<file path="config.mk">
export PLATFORM = sky130hd
export DESIGN_NAME = sample_voice_trigger_policy_core
export DESIGN_NICKNAME = d
export VERILOG_FILES = /design/src/svt_pkg.sv /design/src/svt_front.sv /design/src/svt_queue.sv /design/src/svt_back.sv /design/src/sample_voice_trigger_policy_core.sv
export SDC_FILE = /design/constraint.sdc
export NUM_CORES = 1
export LEC_CHECK = 0
export BUFFER_PORTS_ARGS = -buffer_cell sky130_fd_sc_hd__clkbuf_2
export CAP_MARGIN = 40
export CORE_UTILIZATION = 63
export DETAILED_ROUTE_END_ITERATION = 10
export MAX_ROUTING_LAYER = met4
export PLACE_DENSITY = 0.8
export SETUP_SLACK_MARGIN = 0.2
export SYNTH_ARGS = -nofsm -noshare
export SYNTH_HDL_FRONTEND = slang
export SYNTH_SLANG_ARGS = --single-unit
</file>
<file path="constraint.sdc">
create_clock -name clk -period 9.1 [get_ports clk]
set_input_delay 0.91 -clock clk [delete_from_list [all_inputs] [get_ports clk]]
set_output_delay 0.91 -clock clk [all_outputs]
set_load 0.005 [all_outputs]
</file>
<file path="src/svt_pkg.sv">
`timescale 1ns / 1ps
// ----------------------------------------------------------------------------
// svt_pkg
// Shared types and constants of the sample voice trigger policy block.
// ----------------------------------------------------------------------------
package svt_pkg;

    // event function codes
    localparam logic [2:0] FUNC_TRIGGER   = 3'd0;
    localparam logic [2:0] FUNC_FUSE_STOP = 3'd1;
    localparam logic [2:0] FUNC_STOP_ALL  = 3'd2;
    localparam logic [2:0] FUNC_HUM       = 3'd3;
    localparam logic [2:0] FUNC_TICK      = 3'd4;

    // result command codes
    localparam logic [1:0] CMD_START = 2'd0;
    localparam logic [1:0] CMD_STOP  = 2'd1;
    localparam logic [1:0] CMD_PITCH = 2'd2;

    // voice modes
    localparam logic [1:0] MODE_ONESHOT = 2'd0;
    localparam logic [1:0] MODE_HELD    = 2'd1;
    localparam logic [1:0] MODE_LATCHED = 2'd2;

    localparam logic [3:0]  IDLE_SAMPLE        = 4'd15;
    localparam logic [3:0]  HUM_SAMPLE         = 4'd14;
    localparam logic [2:0]  HUM_CHANNEL        = 3'd6;
    localparam logic [3:0]  TABLE_SIZE         = 4'd14;
    localparam logic [3:0]  CODE_LOW_NIBBLE    = 4'hF;
    localparam logic [3:0]  HOLD_TIMEOUT_RESET = 4'd6;
    // 49.0 in Q6.10
    localparam logic [15:0] PITCH_DIVIDEND     = 16'd50176;

    localparam int Q_DEPTH = 4;
    localparam int Q_PTR_W = 2;
    localparam int Q_CNT_W = 3;

    typedef struct packed {
        logic [2:0] func;
        logic [7:0] code;
        logic       hum_request;
        logic [7:0] hum_pitch_in;
    } in_word_t;

    typedef struct packed {
        logic [1:0]  command;
        logic [2:0]  channel;
        logic [3:0]  sample;
        logic        looping;
        logic [15:0] pitch_ratio;
        logic        last;
    } out_word_t;

    typedef struct packed {
        logic [3:0] sample;
        logic [2:0] voice;
        logic [1:0] mode;
    } trig_entry_t;

    typedef enum logic [2:0] {
        OP_TRIGGER,
        OP_FUSE,
        OP_STOP_ALL,
        OP_HUM,
        OP_TICK
    } op_kind_t;

    typedef struct packed {
        op_kind_t   kind;
        logic [3:0] sample;
        logic [2:0] voice;
        logic [1:0] mode;
        logic       hum_request;
        logic [7:0] hum_pitch;
    } op_t;

    typedef struct packed {
        logic full;
        logic empty;
    } q_status_t;

    typedef enum logic [2:0] {
        BK_IDLE,
        BK_EXEC,
        BK_WALK,
        BK_FLUSH,
        BK_DIV,
        BK_PITCH
    } back_state_t;

    function automatic trig_entry_t trig_lookup(input logic [3:0] idx);
        trig_entry_t e;
        case (idx)
            4'd0:    e = '{sample: 4'd0,  voice: 3'd1, mode: MODE_ONESHOT};
            4'd1:    e = '{sample: 4'd1,  voice: 3'd0, mode: MODE_ONESHOT};
            4'd2:    e = '{sample: 4'd2,  voice: 3'd3, mode: MODE_ONESHOT};
            4'd3:    e = '{sample: 4'd3,  voice: 3'd0, mode: MODE_ONESHOT};
            4'd4:    e = '{sample: 4'd4,  voice: 3'd3, mode: MODE_ONESHOT};
            4'd5:    e = '{sample: 4'd5,  voice: 3'd2, mode: MODE_ONESHOT};
            4'd6:    e = '{sample: 4'd6,  voice: 3'd5, mode: MODE_ONESHOT};
            4'd7:    e = '{sample: 4'd7,  voice: 3'd4, mode: MODE_HELD};
            4'd8:    e = '{sample: 4'd8,  voice: 3'd0, mode: MODE_LATCHED};
            4'd9:    e = '{sample: 4'd9,  voice: 3'd3, mode: MODE_LATCHED};
            4'd10:   e = '{sample: 4'd10, voice: 3'd0, mode: MODE_ONESHOT};
            4'd11:   e = '{sample: 4'd11, voice: 3'd0, mode: MODE_HELD};
            4'd12:   e = '{sample: 4'd12, voice: 3'd3, mode: MODE_HELD};
            4'd13:   e = '{sample: 4'd13, voice: 3'd1, mode: MODE_ONESHOT};
            default: e = '{sample: IDLE_SAMPLE, voice: 3'd0, mode: MODE_ONESHOT};
        endcase
        return e;
    endfunction

endpackage

</file>
<file path="src/svt_front.sv">
`timescale 1ns / 1ps
// ----------------------------------------------------------------------------
// svt_front
// Accepts event words, drops invalid ones and turns the rest into queue ops.
// ----------------------------------------------------------------------------
module svt_front (
    input  logic             in_valid,
    output logic             in_stall,
    input  svt_pkg::in_word_t in_data,
    input  logic             q_full,
    output logic             push,
    output svt_pkg::op_t     push_op
);
    import svt_pkg::*;

    logic        accept;
    logic        code_ok;
    logic        func_ok;
    trig_entry_t entry;

    assign in_stall = q_full;
    assign accept   = in_valid && !q_full;
    assign entry    = trig_lookup(in_data.code[7:4]);
    assign code_ok  = (in_data.code[7:4] < TABLE_SIZE) &&
                      (in_data.code[3:0] == CODE_LOW_NIBBLE);

    always_comb
    begin
        push_op.kind        = OP_TRIGGER;
        push_op.sample      = entry.sample;
        push_op.voice       = entry.voice;
        push_op.mode        = entry.mode;
        push_op.hum_request = in_data.hum_request;
        push_op.hum_pitch   = in_data.hum_pitch_in;
        func_ok             = 1'b1;
        case (in_data.func)
            FUNC_TRIGGER:
            begin
                push_op.kind = OP_TRIGGER;
                func_ok      = code_ok;
            end
            FUNC_FUSE_STOP: push_op.kind = OP_FUSE;
            FUNC_STOP_ALL:  push_op.kind = OP_STOP_ALL;
            FUNC_HUM:       push_op.kind = OP_HUM;
            FUNC_TICK:      push_op.kind = OP_TICK;
            default:        func_ok = 1'b0;
        endcase
    end

    // dropped words are still taken, they just never reach the queue
    assign push = accept && func_ok;

endmodule

</file>
<file path="src/svt_queue.sv">
`timescale 1ns / 1ps
// ----------------------------------------------------------------------------
// svt_queue
// Short op queue between the front decoder and the back sequencer.
// ----------------------------------------------------------------------------
module svt_queue (
    input  logic                clk,
    input  logic                rst_n,
    input  logic                push,
    input  svt_pkg::op_t        push_op,
    input  logic                pop,
    output svt_pkg::op_t        head,
    output svt_pkg::q_status_t  status
);
    import svt_pkg::*;

    op_t                slot_reg [Q_DEPTH];
    logic [Q_PTR_W-1:0] wr_ptr_reg;
    logic [Q_PTR_W-1:0] wr_ptr_next;
    logic [Q_PTR_W-1:0] rd_ptr_reg;
    logic [Q_PTR_W-1:0] rd_ptr_next;
    logic [Q_CNT_W-1:0] count_reg;
    logic [Q_CNT_W-1:0] count_next;
    logic               do_push;
    logic               do_pop;

    assign status.full  = (count_reg == Q_CNT_W'(Q_DEPTH));
    assign status.empty = (count_reg == '0);
    assign do_push      = push && !status.full;
    assign do_pop       = pop && !status.empty;
    assign head         = slot_reg[rd_ptr_reg];

    always_comb
    begin
        wr_ptr_next = do_push ? Q_PTR_W'(wr_ptr_reg + 1'b1) : wr_ptr_reg;
        rd_ptr_next = do_pop ? Q_PTR_W'(rd_ptr_reg + 1'b1) : rd_ptr_reg;
        count_next  = count_reg;
        if (do_push && !do_pop)
        begin
            count_next = Q_CNT_W'(count_reg + 1'b1);
        end
        else if (do_pop && !do_push)
        begin
            count_next = Q_CNT_W'(count_reg - 1'b1);
        end
    end

    always_ff @(posedge clk or negedge rst_n)
    begin
        if (!rst_n)
        begin
            wr_ptr_reg <= '0;
            rd_ptr_reg <= '0;
            count_reg  <= '0;
        end
        else
        begin
            wr_ptr_reg <= wr_ptr_next;
            rd_ptr_reg <= rd_ptr_next;
            count_reg  <= count_next;
        end
    end

    always_ff @(posedge clk)
    begin
        if (do_push)
        begin
            slot_reg[wr_ptr_reg] <= push_op;
        end
    end

endmodule

</file>
<file path="src/svt_back.sv">
`timescale 1ns / 1ps
// ----------------------------------------------------------------------------
// svt_back
// Voice state, frame counter, hum state and the command sequencer with the
// output register and a serial pitch divider.
// ----------------------------------------------------------------------------
module svt_back #(
    parameter int VOICES = 7
) (
    input  logic               clk,
    input  logic               rst_n,
    input  logic [3:0]         hold_frames,
    input  svt_pkg::op_t       head,
    input  svt_pkg::q_status_t q_status,
    output logic               pop,
    output logic               out_valid,
    input  logic               out_stall,
    output svt_pkg::out_word_t out_data
);
    import svt_pkg::*;

    localparam int VIDX_W = $clog2(VOICES);
    localparam logic [VIDX_W-1:0] IDX_LAST = VIDX_W'(VOICES - 1);
    localparam logic [VIDX_W-1:0] IDX_FUSE_A = VIDX_W'(0);
    localparam logic [VIDX_W-1:0] IDX_FUSE_B = VIDX_W'(3);

    back_state_t       state_reg;
    back_state_t       state_next;
    op_t               op_reg;
    logic [VIDX_W-1:0] idx_reg;
    logic              pend_valid_reg;
    logic [VIDX_W-1:0] pend_ch_reg;
    logic [31:0]       frame_reg;
    logic              hum_active_reg;
    logic [7:0]        hum_pitch_reg;
    logic [8:0]        rem_reg;
    logic [15:0]       quo_reg;
    logic [3:0]        div_cnt_reg;
    logic              out_valid_reg;
    out_word_t         out_data_reg;
    logic [3:0]        voice_sample_reg [VOICES];
    logic [1:0]        voice_mode_reg   [VOICES];
    logic [31:0]       voice_trig_reg   [VOICES];

    logic              out_free;
    logic [VIDX_W-1:0] op_voice;
    logic [VIDX_W-1:0] rd_idx;
    logic [3:0]        rd_sample;
    logic [1:0]        rd_mode;
    logic [31:0]       rd_trig;
    logic [31:0]       age;
    logic              trig_refresh;
    logic              walk_hit;
    logic              walk_blocked;
    logic              walk_end;
    logic [8:0]        divisor;
    logic [9:0]        rem_shift;
    logic [9:0]        rem_diff;
    logic              div_ge;

    logic              emit;
    out_word_t         emit_word;
    logic              do_refresh;
    logic              do_trig_start;
    logic              do_tick_inc;
    logic              do_hum_on;
    logic              do_hum_off;
    logic              do_div_start;
    logic              do_walk_init;
    logic              do_walk_step;

    assign out_valid = out_valid_reg;
    assign out_data  = out_data_reg;
    assign out_free  = !out_valid_reg || !out_stall;

    assign op_voice  = VIDX_W'(op_reg.voice);
    assign rd_idx    = (state_reg == BK_WALK) ? idx_reg : op_voice;
    assign rd_sample = voice_sample_reg[rd_idx];
    assign rd_mode   = voice_mode_reg[rd_idx];
    assign rd_trig   = voice_trig_reg[rd_idx];
    assign age       = frame_reg - rd_trig;

    assign trig_refresh = (op_reg.mode != MODE_ONESHOT) && (rd_sample == op_reg.sample);

    always_comb
    begin
        case (op_reg.kind)
            OP_FUSE:     walk_hit = (idx_reg == IDX_FUSE_A) || (idx_reg == IDX_FUSE_B);
            OP_STOP_ALL: walk_hit = 1'b1;
            OP_TICK:     walk_hit = (rd_sample != IDLE_SAMPLE) && (rd_mode == MODE_HELD) &&
                                    (age > 32'(hold_frames));
            default:     walk_hit = 1'b0;
        endcase
    end

    // a stop is held back one hit so the final one can carry the last flag
    assign walk_blocked = walk_hit && pend_valid_reg && !out_free;
    assign walk_end     = (idx_reg == IDX_LAST);

    // restoring divider, one quotient bit per cycle
    assign divisor   = {1'b0, hum_pitch_reg} + 9'd1;
    assign rem_shift = {rem_reg, quo_reg[15]};
    assign div_ge    = rem_shift >= {1'b0, divisor};
    assign rem_diff  = rem_shift - {1'b0, divisor};

    always_comb
    begin
        state_next = state_reg;
        case (state_reg)
            BK_IDLE:
            begin
                if (!q_status.empty)
                begin
                    state_next = BK_EXEC;
                end
            end
            BK_EXEC:
            begin
                case (op_reg.kind)
                    OP_TRIGGER:
                    begin
                        if (trig_refresh || out_free)
                        begin
                            state_next = BK_IDLE;
                        end
                    end
                    OP_FUSE, OP_STOP_ALL, OP_TICK: state_next = BK_WALK;
                    OP_HUM:
                    begin
                        if (!op_reg.hum_request)
                        begin
                            if (!hum_active_reg || out_free)
                            begin
                                state_next = BK_IDLE;
                            end
                        end
                        else if (!hum_active_reg)
                        begin
                            if (out_free)
                            begin
                                state_next = BK_DIV;
                            end
                        end
                        else if (op_reg.hum_pitch != hum_pitch_reg)
                        begin
                            state_next = BK_DIV;
                        end
                        else
                        begin
                            state_next = BK_IDLE;
                        end
                    end
                    default: state_next = BK_IDLE;
                endcase
            end
            BK_WALK:
            begin
                if (!walk_blocked && walk_end)
                begin
                    state_next = BK_FLUSH;
                end
            end
            BK_FLUSH:
            begin
                if (!pend_valid_reg || out_free)
                begin
                    state_next = BK_IDLE;
                end
            end
            BK_DIV:
            begin
                if (div_cnt_reg == 4'd15)
                begin
                    state_next = BK_PITCH;
                end
            end
            BK_PITCH:
            begin
                if (out_free)
                begin
                    state_next = BK_IDLE;
                end
            end
            default: state_next = BK_IDLE;
        endcase
    end

    always_comb
    begin
        pop           = 1'b0;
        emit          = 1'b0;
        emit_word     = '0;
        do_refresh    = 1'b0;
        do_trig_start = 1'b0;
        do_tick_inc   = 1'b0;
        do_hum_on     = 1'b0;
        do_hum_off    = 1'b0;
        do_div_start  = 1'b0;
        do_walk_init  = 1'b0;
        do_walk_step  = 1'b0;
        case (state_reg)
            BK_IDLE: pop = !q_status.empty;
            BK_EXEC:
            begin
                case (op_reg.kind)
                    OP_TRIGGER:
                    begin
                        if (trig_refresh)
                        begin
                            do_refresh = 1'b1;
                        end
                        else if (out_free)
                        begin
                            emit              = 1'b1;
                            emit_word.command = CMD_START;
                            emit_word.channel = op_reg.voice;
                            emit_word.sample  = op_reg.sample;
                            emit_word.looping = (op_reg.mode != MODE_ONESHOT);
                            emit_word.last    = 1'b1;
                            do_trig_start     = 1'b1;
                        end
                    end
                    OP_FUSE: do_walk_init = 1'b1;
                    OP_STOP_ALL:
                    begin
                        do_walk_init = 1'b1;
                        do_hum_off   = 1'b1;
                    end
                    OP_TICK:
                    begin
                        do_walk_init = 1'b1;
                        do_tick_inc  = 1'b1;
                    end
                    OP_HUM:
                    begin
                        if (!op_reg.hum_request)
                        begin
                            if (hum_active_reg && out_free)
                            begin
                                emit              = 1'b1;
                                emit_word.command = CMD_STOP;
                                emit_word.channel = HUM_CHANNEL;
                                emit_word.last    = 1'b1;
                                do_hum_off        = 1'b1;
                            end
                        end
                        else if (!hum_active_reg)
                        begin
                            if (out_free)
                            begin
                                emit              = 1'b1;
                                emit_word.command = CMD_START;
                                emit_word.channel = HUM_CHANNEL;
                                emit_word.sample  = HUM_SAMPLE;
                                emit_word.looping = 1'b1;
                                do_hum_on         = 1'b1;
                                do_div_start      = 1'b1;
                            end
                        end
                        else if (op_reg.hum_pitch != hum_pitch_reg)
                        begin
                            do_div_start = 1'b1;
                        end
                    end
                    default: pop = 1'b0;
                endcase
            end
            BK_WALK:
            begin
                if (!walk_blocked)
                begin
                    do_walk_step = 1'b1;
                    if (walk_hit && pend_valid_reg)
                    begin
                        emit              = 1'b1;
                        emit_word.command = CMD_STOP;
                        emit_word.channel = 3'(pend_ch_reg);
                    end
                end
            end
            BK_FLUSH:
            begin
                if (pend_valid_reg && out_free)
                begin
                    emit              = 1'b1;
                    emit_word.command = CMD_STOP;
                    emit_word.channel = 3'(pend_ch_reg);
                    emit_word.last    = 1'b1;
                end
            end
            BK_PITCH:
            begin
                if (out_free)
                begin
                    emit                  = 1'b1;
                    emit_word.command     = CMD_PITCH;
                    emit_word.channel     = HUM_CHANNEL;
                    emit_word.pitch_ratio = quo_reg;
                    emit_word.last        = 1'b1;
                end
            end
            default: pop = 1'b0;
        endcase
    end

    always_ff @(posedge clk or negedge rst_n)
    begin
        if (!rst_n)
        begin
            state_reg      <= BK_IDLE;
            idx_reg        <= '0;
            pend_valid_reg <= 1'b0;
            frame_reg      <= '0;
            hum_active_reg <= 1'b0;
            hum_pitch_reg  <= '0;
            div_cnt_reg    <= '0;
            out_valid_reg  <= 1'b0;
            for (int i = 0; i < VOICES; i++)
            begin
                voice_sample_reg[i] <= IDLE_SAMPLE;
                voice_mode_reg[i]   <= MODE_ONESHOT;
                voice_trig_reg[i]   <= '0;
            end
        end
        else
        begin
            state_reg     <= state_next;
            out_valid_reg <= emit || (out_valid_reg && out_stall);
            if (do_refresh)
            begin
                voice_trig_reg[op_voice] <= frame_reg;
            end
            if (do_trig_start)
            begin
                voice_sample_reg[op_voice] <= op_reg.sample;
                voice_mode_reg[op_voice]   <= op_reg.mode;
                voice_trig_reg[op_voice]   <= frame_reg;
            end
            if (do_tick_inc)
            begin
                frame_reg <= frame_reg + 32'd1;
            end
            if (do_hum_on)
            begin
                hum_active_reg <= 1'b1;
            end
            if (do_hum_off)
            begin
                hum_active_reg <= 1'b0;
            end
            if (do_div_start)
            begin
                hum_pitch_reg <= op_reg.hum_pitch;
                div_cnt_reg   <= '0;
            end
            else if (state_reg == BK_DIV)
            begin
                div_cnt_reg <= div_cnt_reg + 4'd1;
            end
            if (do_walk_init)
            begin
                idx_reg        <= '0;
                pend_valid_reg <= 1'b0;
            end
            if (do_walk_step)
            begin
                if (walk_hit)
                begin
                    voice_sample_reg[idx_reg] <= IDLE_SAMPLE;
                    pend_valid_reg            <= 1'b1;
                end
                if (!walk_end)
                begin
                    idx_reg <= VIDX_W'(idx_reg + 1'b1);
                end
            end
        end
    end

    always_ff @(posedge clk)
    begin
        if (emit)
        begin
            out_data_reg <= emit_word;
        end
        if (state_reg == BK_IDLE && !q_status.empty)
        begin
            op_reg <= head;
        end
        if (do_walk_step && walk_hit)
        begin
            pend_ch_reg <= idx_reg;
        end
        if (do_div_start)
        begin
            rem_reg <= '0;
            quo_reg <= PITCH_DIVIDEND;
        end
        else if (state_reg == BK_DIV)
        begin
            rem_reg <= div_ge ? rem_diff[8:0] : rem_shift[8:0];
            quo_reg <= {quo_reg[14:0], div_ge};
        end
    end

endmodule

</file>
<file path="src/sample_voice_trigger_policy_core.sv">
`timescale 1ns / 1ps
// ----------------------------------------------------------------------------
// sample_voice_trigger_policy_core
// Turns sound events into start, stop and pitch commands for the voices.
// ----------------------------------------------------------------------------
//  channel  | handshake          | word
//  ---------+--------------------+----------------------------------------
//  in       | in_valid/in_stall  | in_data: func, code, hum request, pitch
//  out      | out_valid/out_stall| out_data: command, channel, sample, ...
//  cfg      | cfg_valid/cfg_ready| cfg_data: hold timeout (4 bits)
//
// a trigger or hum stop is popped in the idle state and its word issued
// from the exec state; frame tick, stop all and fuse stop walk every voice;
// a hum start or pitch change runs the serial divider; a word waiting on
// out_stall holds the sequencer back
// a 4-word queue sits between decode and sequencer; in_stall is queue full
// rst_n clears all voices to idle, the frame counter and the hum state
// ----------------------------------------------------------------------------
module sample_voice_trigger_policy_core #(
    parameter int VOICES = 7
) (
    input  logic               clk,
    input  logic               rst_n,
    input  logic               in_valid,
    output logic               in_stall,
    input  svt_pkg::in_word_t  in_data,
    output logic               out_valid,
    input  logic               out_stall,
    output svt_pkg::out_word_t out_data,
    input  logic               cfg_valid,
    output logic               cfg_ready,
    input  logic [3:0]         cfg_data
);
    import svt_pkg::*;

    logic       cfg_write;
    logic [3:0] hold_reg;
    logic       push;
    op_t        push_op;
    op_t        head;
    q_status_t  q_status;
    logic       pop;

    assign cfg_ready = 1'b1;
    assign cfg_write = cfg_valid && cfg_ready;

    always_ff @(posedge clk or negedge rst_n)
    begin
        if (!rst_n)
        begin
            hold_reg <= HOLD_TIMEOUT_RESET;
        end
        else if (cfg_write)
        begin
            hold_reg <= cfg_data;
        end
    end

    svt_front u_front (
        .in_valid (in_valid),
        .in_stall (in_stall),
        .in_data  (in_data),
        .q_full   (q_status.full),
        .push     (push),
        .push_op  (push_op)
    );

    svt_queue u_queue (
        .clk     (clk),
        .rst_n   (rst_n),
        .push    (push),
        .push_op (push_op),
        .pop     (pop),
        .head    (head),
        .status  (q_status)
    );

    svt_back #(
        .VOICES (VOICES)
    ) u_back (
        .clk          (clk),
        .rst_n        (rst_n),
        .hold_frames  (hold_reg),
        .head         (head),
        .q_status     (q_status),
        .pop          (pop),
        .out_valid    (out_valid),
        .out_stall    (out_stall),
        .out_data     (out_data)
    );

`ifndef SYNTHESIS
    // pitch words only go to the hum voice and always close the event
    a_pitch_on_hum : assert property (@(posedge clk) disable iff (!rst_n)
        out_valid && out_data.command == CMD_PITCH |->
            out_data.channel == HUM_CHANNEL && out_data.last)
        else $error("pitch word not on hum voice or not last");

    // a hum start is never marked last, as its pitch word follows it
    a_hum_start_not_last : assert property (@(posedge clk) disable iff (!rst_n)
        out_valid && out_data.command == CMD_START && out_data.sample == HUM_SAMPLE |->
            !out_data.last)
        else $error("hum start marked last");

    a_ratio_only_on_pitch : assert property (@(posedge clk) disable iff (!rst_n)
        out_valid && out_data.command != CMD_PITCH |-> out_data.pitch_ratio == 16'd0)
        else $error("pitch ratio set on a non-pitch word");

    // an empty queue is never popped
    a_no_pop_empty : assert property (@(posedge clk) disable iff (!rst_n)
        pop |-> !q_status.empty)
        else $error("pop from empty queue");
`endif

endmodule

</file>
=== Yosys cells after proc, flatten, opt, wreduce, memory -nomap -nowiden ===
Memory sizes are Yosys's and may differ from the RTL's. A register that Yosys moved wholly into a read port is not among the register bits.
Index checks and enable logic that the tools add are counted.

* Register bits: 385
* Memory bits (writable): 84
* Bits in read-only memories: 144
* Word-level logic and storage cells: 252
* Memories kept: 2

* Add/sub/neg operators: 10
* Order comparisons: 8
* Eq/ne operators: 30
* Multiplexer cells: 107
* Bitwise gates (word level): 4
* Reductions and logical operators: 49

{| class="wikitable"
|+ Memory list
! name !! depth !! width !! read ports !! clocked after memory_dff !! wr ports !! RTL line !! RTL
|-
| (no name shown) || 16 || 9 || 1 || 0 || 0 || svt_pkg.sv:93 || <nowiki>case (idx)</nowiki>
|-
| u_queue.slot_reg || 4 || 21 || 1 || 1 || 1 || svt_queue.sv:17 || <nowiki>op_t slot_reg [Q_DEPTH];</nowiki>
|}

{| class="wikitable"
|+ Operator list
! cell !! count
|-
| bitwise mux 224 bit || 2
|-
| two-way mux 224 bit || 2
|-
| binary-select mux 32 bit (select 3 bit) || 1
|-
| demux 32 bit (select 3 bit) || 1
|-
| two-way mux 32 bit || 3
|-
| two-way mux 28 bit || 3
|-
| two-way mux 3 bit || 17
|-
| two-way mux 4 bit || 10
|-
| two-way mux 1 bit || 38
|-
| adder 32 x 1 -> 32 bit (second input constant) || 1
|-
| greater-than comparator 32 x 4 -> 1 bit || 1
|-
| subtractor 32 bit || 1
|-
| bitwise mux 28 bit || 1
|-
| bitwise OR 28 bit || 1
|-
| demux 4 bit (select 3 bit) || 2
|-
| == test 3 x 2 -> 1 bit (second input constant) || 7
|-
| logical AND 1 bit || 20
|-
| two-way mux 10 bit || 2
|-
| case mux 10 bit (2 select lines) || 1
|-
| case mux 5 bit (4 select lines) || 1
|-
| == test 3 bit (second input constant) || 6
|-
| case mux 3 bit (6 select lines) || 1
|-
| two-way mux 8 bit || 2
|-
| logical NOT 3 bit || 5
|-
| 41 further kinds || 79
|}

=== Logic depth before layout (Yosys ltp) ===
Gate-level depths: netlist (run 1).

* Depth in word-level cells: 16
* Gate-level depth with buffers: 28
* Gate-level depth less buffers: 23

=== By module ===
A second synthesis (run 1) with hierarchy kept.

* Cell total of the unflattened synthesis: 2038
* Area, all modules: 24494.7 sq um

{| class="wikitable"
|+ By module, submodules not included
! module !! instances !! cells an instance !! area an instance (sq um) !! sequential area each (sq um)
|-
| svt_back || 1 || 1846 || 20616.0 || 10049.6
|-
| svt_queue || 1 || 146 || 3464.6 || 2697.6
|-
| svt_front || 1 || 36 || 255.2 || 0.0
|-
| sample_voice_trigger_policy_core || 1 || 10 || 158.9 || 102.6
|}

=== Least setup slack after synthesis (run 1) ===
No wires, ideal clock.

* Path kind: register to register
* From: reg u_back.state_reg[1]
* To: reg u_back.out_data_reg (netlist bit u_back.out_data[0]) (enable)
* Setup time: 0.522 ns
* Arrival time: 6.051 ns
* Setup slack: 2.527 ns
* Cell stages (with the launch flop): 25
* Cell sequence: dfrtp_1 -> buf_2 -> nor3b_2 -> buf_6 -> mux2i_1 -> buf_4 -> buf_6 -> clkbuf_1 -> clkbuf_1 -> a31oi_1 -> nor2_1 -> nor2_1 -> ha_1 -> fa_1 -> nand2b_1 -> a211o_1 -> a21o_1 -> a211oi_1 -> o21ai_0 -> and2_1 -> o221a_2 -> a2111oi_0 -> nand4_1 -> o21ai_1 -> o211ai_1

* Word-level cells in the longest chain between the ends: 14
* Elaborated cells on any way between the ends: 31

{| class="wikitable"
|+ Ends and longest elaborated chain
! what !! RTL line !! RTL
|-
| start: declaration || svt_back.sv:27 || <nowiki>back_state_t state_reg;</nowiki>
|-
| start signal: assignment || svt_back.sv:327 || <nowiki>state_reg <= state_next;</nowiki>
|-
| == test 3 x 2 -> 1 bit || svt_back.sv:77, svt_back.sv:201 ||
|-
| two-way mux 3 bit || svt_back.sv:77 || <nowiki>assign rd_idx = (state_reg == BK_WALK) ? idx_reg : op_voice;</nowiki>
|-
| NOT 3 -> 4 bit (implied by the code) || svt_back.sv:78, svt_back.sv:79, svt_back.sv:80 ||
|-
| binary-select mux 32 bit (select 3 bit), or another cell as far along || svt_back.sv:80 || <nowiki>assign rd_trig = voice_trig_reg[rd_idx];</nowiki>
|-
| two-way mux 32 bit (implied by the code), or another cell as far along (2 in series) || svt_back.sv:80 ||
|-
| subtractor 32 bit, or another cell as far along || svt_back.sv:81 || <nowiki>assign age = frame_reg - rd_trig;</nowiki>
|-
| greater-than comparator 32 x 4 -> 1 bit or logical AND 1 bit (tied branches) || svt_back.sv:91, svt_back.sv:90 ||
|-
| logical AND 1 bit || svt_back.sv:90 || <nowiki>OP_TICK: walk_hit = (rd_sample != IDLE_SAMPLE) && (rd_mode == MODE_HELD) &&</nowiki>
|-
| case mux 1 bit (3 select lines) || svt_back.sv:87 || <nowiki>case (op_reg.kind)</nowiki>
|-
| logical AND 1 bit || svt_back.sv:97, svt_back.sv:273 ||
|-
| two-way mux 1 bit or logical AND 1 bit (tied branches) || svt_back.sv:273, svt_back.sv:97 ||
|-
| two-way mux 1 bit || svt_back.sv:270 || <nowiki>if (!walk_blocked)</nowiki>
|-
| case mux 1 bit (4 select lines) * || svt_back.sv:201 || <nowiki>case (state_reg)</nowiki>
|-
| via u_back.emit || svt_back.sv:61 || <nowiki>logic emit;</nowiki>
|-
| end signal: assignment || svt_back.sv:384 || <nowiki>out_data_reg <= emit_word;</nowiki>
|-
| end: declaration || svt_back.sv:40 || <nowiki>out_word_t out_data_reg;</nowiki>
|}

The timed path passes the listed nets; every way through them passes the cells marked *. The select of a mux whose other input is x is not followed.
A chain may end at the register's enable or synchronous reset.

=== Worst setup path after layout (run 1) ===
* From: reg u_back.state_reg[0]
* To: reg u_back.out_data_reg (netlist bit u_back.out_data[12]) (enable)

The elaborated chain is that of the path after synthesis.

==> results_dict.tcl, run 1 <==
set metrics [dict create \
    status "complete, no violations" \
    slowest_stage "mux2_4" \
    wl_mm 57.1 \
    clk_pin_slew_ns 0.06 \
    synth_flop_cell "dfrtp_1" \
    synth-seq-area-share 0.530 \
    setup_tns_ns 0 \
    synthAdderAreaFrac 0.0314 \
    skew_ns 0.0448 \
    nets 2186 \
    cts_hold_buffers 0 \
    report.final.slew_viol_count 0 \
    final_util 0.704 \
    cp.arrival_ns 7.16 \
    grt_pass1_vias 16600 \
    cts_root_buf "clkbuf_16" \
    diodes 0 \
    num_io_pins 59 \
    syn_inst 2106 \
    ys_ff_latch 490 \
    synth-edff-count 135 \
    cts_tree "built" \
    die-area_um2 39300 \
    async_flop_share 0.673 \
    wl_per_cell_um 21.6 \
    tightest_slew_ns 1.02 \
    drv_cap 0 \
    floorplan.rows 71 \
    dp_hpwl_mm 35.7 \
    power_mw 8.51 \
    first_pass_iters 6 \
    viasPerCell 6.31 \
    synth_simple_gate_area_share 0.113 \
    dr.first_iter.drc_count 1323 \
    antenna_found_initial 0 \
    hold_class "in2async" \
    period_share 0.754 \
    drive_gt1_frac 0.195 \
    htreeDepth 2 \
    ant_nets 0 \
    synth_area_um2 24200 \
    postCtsSetupRepairBufs 0 \
    rsz0062_at_grt "false" \
    fp.dieW_um 198 \
    coreArea_um2 37800 \
    grt_max_degree 127 \
    synth-compound-area-share 0.104 \
    route.detailed.drc 0 \
    die_y_um 198 \
    cp.required_ns 9.40 \
    path_buf_inv 2 \
    syn2layout_area_growth_pct 9.56 \
    cts_resized 0 \
    cts_sinks 490 \
    path_class "reg2reg" \
    power_leakage_nw 11.8 \
    cts_buffer_depth 3 \
    synthXorXnorAreaFrac 0.0289 \
    final_area_um2 26600 \
    synth_top_family_by_area "multiplexers" \
    path_cells "nor3b_2 > buf_4 > mux2_4 > and2_1 > a211oi_1 > a31oi_1 > nor2_1 > nor2_1 > ha_1 > fa_1 > nand2b_1 > a211o_1 > a21o_1 > o21ai_0 > nand3_1 > and3_1 > or4_1 > nor4_1 > nand4_1 > o21ai_1 > o211ai_1 > buf_4" \
    worstSkewPairLatency_ns 0.63 \
    port_buffers 57 \
    p_per_area_nw_per_um2 320 \
    hold_slack_ns 0.392 \
    cp_max_fo 55 \
    cts_buffers 51 \
    max_stage_delay_ns 0.56 \
    grt_use_total 0.308 \
    place.gp.congestion 0.964 \
    place_area_um2 24900 \
    min_period_ns 6.86 \
    hold_violations 0 \
    overflow 0 \
    max_freq_mhz 146 \
    synth.area.mux_share 0.157 \
    avgSynthCellArea_um2 11.5 \
    setup_viol 0 \
    peakVddDrop_mv 0.249 \
    crit_family "simple AND/OR/NAND/NOR gates" \
    startpoint_type "register" \
    synth_nets 2194 \
    slew_headroom 0.322 \
    start_util 0.642 \
    ys.warnings.count 0 \
    grt_pass1_wl_mm 91.3 \
    netlist-cell-type-count 84 \
    vias 16700 \
    cp-end-kind "register" \
]
[area by class of cell]
cell class | count | area [um2]
Tap cell | 511 | 639
Multi-Input combinational cell | 1419 | 10600
Sequential cell | 490 | 12800
Inverter | 45 | 169
Fill cell | 2572 | 11200
Clock inverter | 22 | 210
Timing Repair Buffer | 91 | 623
Clock buffer | 72 | 1450
[placed cells by master, fill, tap and decap left out, drive strengths merged, types with 29 or more instances in the layout]
master,instances
dfrtp,300
nand2,295
mux2,253
edfxtp,135
clkbuf,128
o21ai,111
a21oi,72
nor2,67
ha,56
and2,55
inv,48
mux2i,48
xnor2,46
a31oi,38
xor2,34
buf,34
a211oi,32
nand3,31
a221o,30
dfstp,30
nand4,29
[power by group]
part | internal, mW | switching, mW | total [mW]
Combinational | 1.26 | 2.12 | 3.39
Clock | 1.17 | 0.884 | 2.06
Sequential | 2.69 | 0.375 | 3.07
[kinds of logic (layout without fill, tap and decap cells)]
family          after synthesis  count (layout)
mux                         322             322
buf+inv                     197             230
compound gates              385             385
fa+ha+maj                    59              59
xor+xnor                     80              80
other cells                   1               1
flops                       490             490
simple gates                572             572
[final timing paths]
| kind | from | to | slack, ns | cells after the start |
|---|---|---|---|---|
| setup / recovery | u_back.state_reg[0]$_DFFE_PN0P_ | u_back.out_data[12]$_SDFFCE_PN0P_ | 2.24 | 22 |
| hold / removal | rst_n | async pin | 0.39 | 1 |
| setup reg to reg | u_back.state_reg[0]$_DFFE_PN0P_ | u_back.out_data[12]$_SDFFCE_PN0P_ | 2.24 | 22 |
| hold reg to reg | u_back.rem_reg[8]$_SDFFE_PP0P_ | u_back.rem_reg[8]$_SDFFE_PP0P_ | 0.46 | 2 |
| max in group asynchronous | rst_n | u_back.frame_reg[24]$_DFFE_PN0P_ | 6.52 | 3 |
| min in group clk | u_back.rem_reg[8]$_SDFFE_PP0P_ | u_back.rem_reg[8]$_SDFFE_PP0P_ | 0.46 | 2 |
[stage by stage]
| stage | worst slack (ns) | instances |
|---|---|---|
| 4_1_cts | 2.30 | 2650 |
| 5_1_grt | 1.75 | 2650 |
| 2_1_floorplan | 2.53 | 2106 |
| 3_3_place_gp | 2.34 | 2546 |
| 3_5_place_dp | 2.36 | 2556 |
| 6_report | 2.24 | 2650 |
[worst register-to-register path, delay by kind of cell, from the launching register on]
| family | cells | cell delay [ns] |
|---|---|---|
| buf+inv | 2 | 0.55 |
| simple gates | 10 | 2.40 |
| compound gates | 7 | 1.84 |
| flops | 1 | 0.51 |
| fa+ha+maj | 2 | 0.65 |
| mux | 1 | 0.56 |
[cell usage after synthesis, drive strengths merged (14+ instances only)]
cell,instances,area [um2]
dfstp,30,788
mux2,253,2850
ha,56,701
and2,55,344
nand2,295,1110
a211oi,32,240
edfxtp,135,4050
xor2,34,298
nor3,15,80.1
nand3,31,155
a21oi,72,360
nor2,67,259
mux2i,48,484
a21o,14,105
nand4,29,181
a31oi,38,244
dfxtp,25,500
dfrtp,300,7510
mux4,21,473
clkbuf,107,402
a221o,30,300
buf,45,289
o21ai,111,556
xnor2,46,403
inv,45,169
[routing by layer]
layer / track usage / vias to the layer above / wire length, um
met4: 0.105 / 0 / 1420
met5: - / - / 0
li1: - / 7573 / -
met2: 0.478 / 559 / 27400
met3: 0.0518 / 110 / 3680
met1: 0.414 / 8468 / 24700
Note: power is estimated with default switching activity, not from simulation.
==> run 2, diff against run 1 <==
clock period = 6.8 ns   (was 9.1 ns; I/O delays follow)
==> run 2 against run 1 <==
Effect of this change:
- register-to-register slack got worse by 1.6 ns
- final cell count increased by 0.79%
- worst hold slack got worse by 0.37 ns
- critical path depth decreased by 1
- utilization increased by 0.69 points
- via count decreased by 0.20%
- non-clock buffer count increased by 19
- die area unchanged
- clock-buffer cell count increased by 3
==> results_dict.tcl, run 2 (synthesized netlist as in run 1, its figures left out) <==
set metrics [dict create \
    status "complete, no violations" \
    cts_hold_buffers 0 \
    first_pass_iters 6 \
    tightest_slew_ns 1.04 \
    start_util 0.642 \
    setup_viol 0 \
    wl_mm 56.6 \
    coreArea_um2 37800 \
    cts_tree "built" \
    cp-end-kind "register" \
    final_cell_mix "dfrtp_1 (300), nand2_1 (294), mux2_2 (169)" \
    slew_headroom 0.306 \
    place_area_um2 25100 \
    hold_class "in2async" \
    layout_commonest_cell "dfrtp_1" \
    cp.required_ns 7.12 \
    floorplan.rows 71 \
    cts_buffer_depth 3 \
    r2r_end "u_back.out_data[13]$_SDFFCE_PN0P_" \
    startpoint_type "register" \
    die_y_um 198 \
    grt_use_total 0.307 \
    route.detailed.drc 0 \
    grt_max_degree 189 \
    wl_per_cell_um 21.2 \
    antenna_found_initial 0 \
    drive_gt1_frac 0.201 \
    path_class "reg2reg" \
    worstSkewPairLatency_ns 0.61 \
    p_int_mw 7.05 \
    drv_cap 0 \
    dp_hpwl_mm 36.7 \
    cts_root_buf "clkbuf_16" \
    min_period_ns 6.18 \
    peakVddDrop_mv 0.344 \
    cts_buffers 51 \
    power_leakage_nw 11.9 \
    ff_latch_area_um2 12800 \
    switchingPower_mw 4.54 \
    rsz0062_at_grt "false" \
    worst_r2r_startpoint "u_back.state_reg[1]$_DFFE_PN0P_" \
    cts_sinks 490 \
    seq_power_share 0.351 \
    ant_nets 0 \
    cp_max_fo 50 \
    grt_pass1_wl_mm 91.3 \
    p_sw_frac 0.391 \
    ff2ff_setup_slack_ns 0.62 \
    fillers 2644 \
    setup_tns_ns 0 \
    diodes 0 \
    num_io_pins 59 \
    crit_start "u_back.state_reg[1]$_DFFE_PN0P_" \
    max_freq_mhz 162 \
    overflow 0 \
    nets 2205 \
    dr.first_iter.drc_count 1345 \
    port_buffers 57 \
    htreeDepth 2 \
    clk_pin_slew_ns 0.06 \
    reg2regPathDepth 21 \
    worstSetupEndpoint "u_back.out_data[13]$_SDFFCE_PN0P_" \
    syn2layout_area_growth_pct 10.6 \
    clkPwrFrac 0.245 \
    fp.dieW_um 198 \
    die-area_um2 39300 \
    cp.arrival_ns 6.50 \
    vias 16700 \
    viasPerCell 6.24 \
    multi_input_area_um2 10600 \
    skew_ns 0.0249 \
    report.final.slew_viol_count 0 \
    final_area_um2 26800 \
    period_share 0.909 \
    p_comb_frac 0.404 \
    hold_violations 0 \
    place.gp.congestion 0.953 \
    p_per_area_nw_per_um2 432 \
    grt_pass1_vias 16800 \
]
run 2: layout make-up:
cell class / instances / area share
Clock buffer: 75 / 0.0547
Clock inverter: 21 / 0.00900
Inverter: 45 / 0.00630
Multi-Input combinational cell: 1419 / 0.396
Sequential cell: 490 / 0.479
Tap cell: 511 / 0.0238
Timing Repair Buffer: 110 / 0.0308
run 2: repair_timing:
action / CTS / global route
resized for setup: 0 / 4
setup buffers: 0 / 1
setup endpoints to repair: 0 / 62
run 2: power groups by stage:
stage / sequential [mW] / combinational, mW / clock (mW)
final: 4.06 / 4.68 / 2.84
after global routing: 4.12 / 5.13 / 3.00
after CTS: 4.05 / 4.63 / 2.88
after detailed placement: 4.09 / 4.57 / 0
after global placement: 4.09 / 4.41 / 0
after floorplan: 3.89 / 3.37 / 0
run 2: worst max-delay path, stage by stage, from the launching register on:
cell       delay, ns
dfrtp_1         0.48
nor3b_2         0.27
buf_4           0.28
mux2i_4         0.45
buf_12          0.29
a211oi_1        0.12
a31oi_1         0.17
o21ai_0         0.17
ha_1            0.58
nand2_1         0.17
o21ai_0         0.40
mux2i_1         0.13
a21oi_1         0.25
nand4_1         0.13
nor4_1          0.30
o2111ai_1       0.18
a2111oi_0       0.50
nand4_1         0.15
buf_4           0.19
o21ai_1         0.20
o211ai_1        0.14
buf_4           0.27
run 2: layer usage:
layer	share of wire	wire length, um	track usage
met1	0.43	24500	0.413
met2	0.48	27200	0.482
met4	0.028	1580	0.102
met3	0.059	3340	0.0448
met5	0	0	-
run 2: per-stage QoR:
step	hold WS [ns]	instances	setup WS [ns]	total power, mW	utilization
floorplan	0.384	2106	0.227	7.26	-
global placement	0.441	2563	0.640	8.50	0.660
detailed placement	0.451	2573	0.558	8.66	0.665
CTS	0.0265	2669	0.500	11.6	0.710
global route	0.0575	2671	0.326	12.2	0.710
finish	0.0223	2671	0.618	11.6	0.710
run 2: worst min-delay path by stage:
stage | start | end | slack, ns | cells past startpoint
after floorplan | rst_n | async pin | 0.38 | 0
after global placement | u_back.rem_reg[8]$_SDFFE_PP0P_ | u_back.rem_reg[8]$_SDFFE_PP0P_ | 0.44 | 2
after detailed placement | u_back.quo_reg[13]$_SDFFE_PP0P_ | u_back.quo_reg[14]$_SDFFE_PP1P_ | 0.45 | 2
after CTS | rst_n | async pin | 0.03 | 1
after global routing | rst_n | async pin | 0.06 | 1
final | rst_n | async pin | 0.02 | 1
==> run 3, diff against run 2 <==
--- a/config.mk
+++ b/config.mk
@@ -12,4 +12,5 @@
 export MAX_ROUTING_LAYER = met4
 export PLACE_DENSITY = 0.8
+export RECOVER_POWER = 25
 export SETUP_SLACK_MARGIN = 0.2
 export SYNTH_ARGS = -nofsm -noshare
==> constraint.sdc (replaced) <==
create_clock -name clk -period 6.8 [get_ports clk]
set_input_delay 0.68 -clock clk [delete_from_list [all_inputs] [get_ports clk]]
set_output_delay 0.68 -clock clk [all_outputs]
set_load 0.01 [all_outputs]
==> run 3 against run 2 <==
Effect of this change:
- the run now ends with capacitance limit, slew limit left
- combinational power about the same
- power about the same
- sequential share of layout area up 0.14 points
- clock power about the same
- clock-buffer cell count unchanged
- sequential power about the same
- register-to-register slack about the same
- die area unchanged
- critical path depth unchanged
- largest power group unchanged
- highest routed layer unchanged
==> results_dict.tcl, run 3 (synthesized netlist as in run 1, its figures left out) <==
set metrics [dict create \
    status "complete, but fails checks" \
    fillers 2664 \
    placed_cells 2573 \
    grt_use_total 0.307 \
    cts_tree "built" \
    cts_sinks 490 \
    syn2layout_area_growth_pct 10.3 \
    skew_ns 0.0251 \
    cts_buffer_depth 3 \
    max_freq_mhz 162 \
    floorplan.rows 71 \
    die-area_um2 39300 \
    grt_pass1_vias 16800 \
    ant_nets 0 \
    setup_tns_ns 0 \
    slew_headroom -1.40 \
    overflow 0 \
    grt_pass1_wl_mm 91.3 \
    setup_viol 0 \
    tightest_slew_ns 3.59 \
    reg2regPathDepth 21 \
    cts_buffers 51 \
    hold_depth 3 \
    route.detailed.drc 0 \
    start_util 0.642 \
    port_buffers 57 \
    p_sw_frac 0.392 \
    cts_root_buf "clkbuf_16" \
    hold_violations 0 \
    min_to "hold_reg[1]$_DFFE_PN1P_" \
    period_share 0.910 \
    drv_cap 3 \
    hold_class "in2reg" \
    num_io_pins 59 \
    coreArea_um2 37800 \
    switchingPower_mw 4.55 \
    min_period_ns 6.19 \
    diodes 0 \
    violations "capacitance limit, slew limit" \
    dr.first_iter.drc_count 1291 \
    cp_max_fo 50 \
    final_cells 2671 \
    report.final.slew_viol_count 323 \
    p_comb_frac 0.404 \
    p_int_mw 7.05 \
    worstSkewPairLatency_ns 0.61 \
    layout_commonest_cell "dfrtp_1" \
    cp-end-kind "register" \
    grt_max_degree 189 \
    startpoint_type "register" \
    die_y_um 198 \
    power_leakage_nw 11.8 \
    fp.dieW_um 198 \
    place.gp.congestion 0.953 \
    p_per_area_nw_per_um2 433 \
    nets 2205 \
    drive_gt1_frac 0.192 \
    grtUsageMet2 0.482 \
    htreeDepth 2 \
    seq_power_share 0.350 \
    vias 16700 \
    worst_r2r_startpoint "u_back.state_reg[1]$_DFFE_PN0P_" \
    wl_mm 56.5 \
    grt.busiest_layer "met2" \
    first_pass_iters 5 \
    ff2ff_setup_slack_ns 0.61 \
    clk_pin_slew_ns 0.06 \
    path_class "reg2reg" \
    met1_usage 0.413 \
    peakVddDrop_mv 0.342 \
    viasPerCell 6.26 \
    final_cell_mix "dfrtp_1 (300), nand2_1 (294), mux2_2 (169)" \
    cp.arrival_ns 6.51 \
    antenna_found_initial 0 \
    clkPwrFrac 0.245 \
    wl_per_cell_um 21.2 \
    rsz0062_at_grt "false" \
    dp_hpwl_mm 36.7 \
    r2r_end "u_back.out_data[13]$_SDFFCE_PN0P_" \
    gr-usage-met3 0.0448 \
    cp.required_ns 7.12 \
    min_from "cfg_data[1]" \
]
## run 3: changes by cell type in the layout (fill, tap and decap cells not counted), sizes merged
cell | previous run | this run
buf | 54 | 48
clkbuf | 131 | 137
## run 3: worst max path at each step
stage	from	end	cells past startpoint	slack [ns]
6_report	u_back.state_reg[1]$_DFFE_PN0P_	u_back.out_data[13]$_SDFFCE_PN0P_	21	0.61
5_1_grt	rst_n	async pin	2	0.24
4_1_cts	u_back.state_reg[1]$_DFFE_PN0P_	u_back.out_data[13]$_SDFFCE_PN0P_	23	0.50
3_5_place_dp	u_back.state_reg[1]$_DFFE_PN0P_	u_back.out_data[13]$_SDFFCE_PN0P_	23	0.56
2_1_floorplan	u_back.state_reg[1]$_DFFE_PN0P_	u_back.out_data[0]$_SDFFCE_PN0P_	24	0.23
3_3_place_gp	u_back.state_reg[1]$_DFFE_PN0P_	u_back.out_data[12]$_SDFFCE_PN0P_	22	0.64
## run 3: cell type report
cell class	instances	area (um2)	share of cell area
Clock buffer	75	1470	0.0548
Clock inverter	21	241	0.00903
Inverter	45	169	0.00632
Multi-Input combinational cell	1419	10600	0.397
Sequential cell	490	12800	0.480
Tap cell	511	639	0.0239
Timing Repair Buffer	110	749	0.0280
## run 3: power by group through the flow
stage | clock [mW] | combinational [mW] | sequential [mW]
final | 2.84 | 4.69 | 4.06
after global routing | 3.00 | 5.13 | 4.12
after CTS | 2.88 | 4.65 | 4.05
after detailed placement | 0 | 4.58 | 4.09
after global placement | 0 | 4.43 | 4.09
after floorplan | 0 | 3.37 | 3.90
## run 3: critical path, stage by stage, from the launching register on
cell and delay, ns:
dfrtp_1 0.48, nor3b_2 0.27, buf_4 0.29, mux2i_4 0.45, buf_12 0.29, a211oi_1 0.12
a31oi_1 0.17, o21ai_0 0.17, ha_1 0.58, nand2_1 0.17, o21ai_0 0.40, mux2i_1 0.13
a21oi_1 0.26, nand4_1 0.13, nor4_1 0.30, o2111ai_1 0.18, a2111oi_0 0.50, nand4_1 0.15
buf_4 0.19, o21ai_1 0.20, o211ai_1 0.14, buf_4 0.26
## run 3: repair_timing
item	4_1_cts	5_1_grt
setup buffers	0	1
endpoints found under the setup margin	0	62
gates resized for setup	0	4
hold buffers	0	0
## run 3: per-layer routing
layer  wire length, um  vias to the layer above
met2             27200                      537
met1             24500                     8423
met3              3210                      125
met5                 0                        -
li1                  -                     7624
met4              1540                        0
## run 3: metrics by stage
stage | area, um2 | util | power [mW] | setup slack [ns] | hold WS (ns)
2_1_floorplan | 24200 | - | 7.27 | 0.227 | 0.384
3_3_place_gp | 24900 | 0.660 | 8.51 | 0.640 | 0.441
3_5_place_dp | 25100 | 0.665 | 8.67 | 0.558 | 0.451
4_1_cts | 26800 | 0.710 | 11.6 | 0.500 | 0.0265
5_1_grt | 26700 | 0.708 | 12.3 | 0.238 | 0.285
6_report | 26700 | 0.708 | 11.6 | 0.613 | 0.284
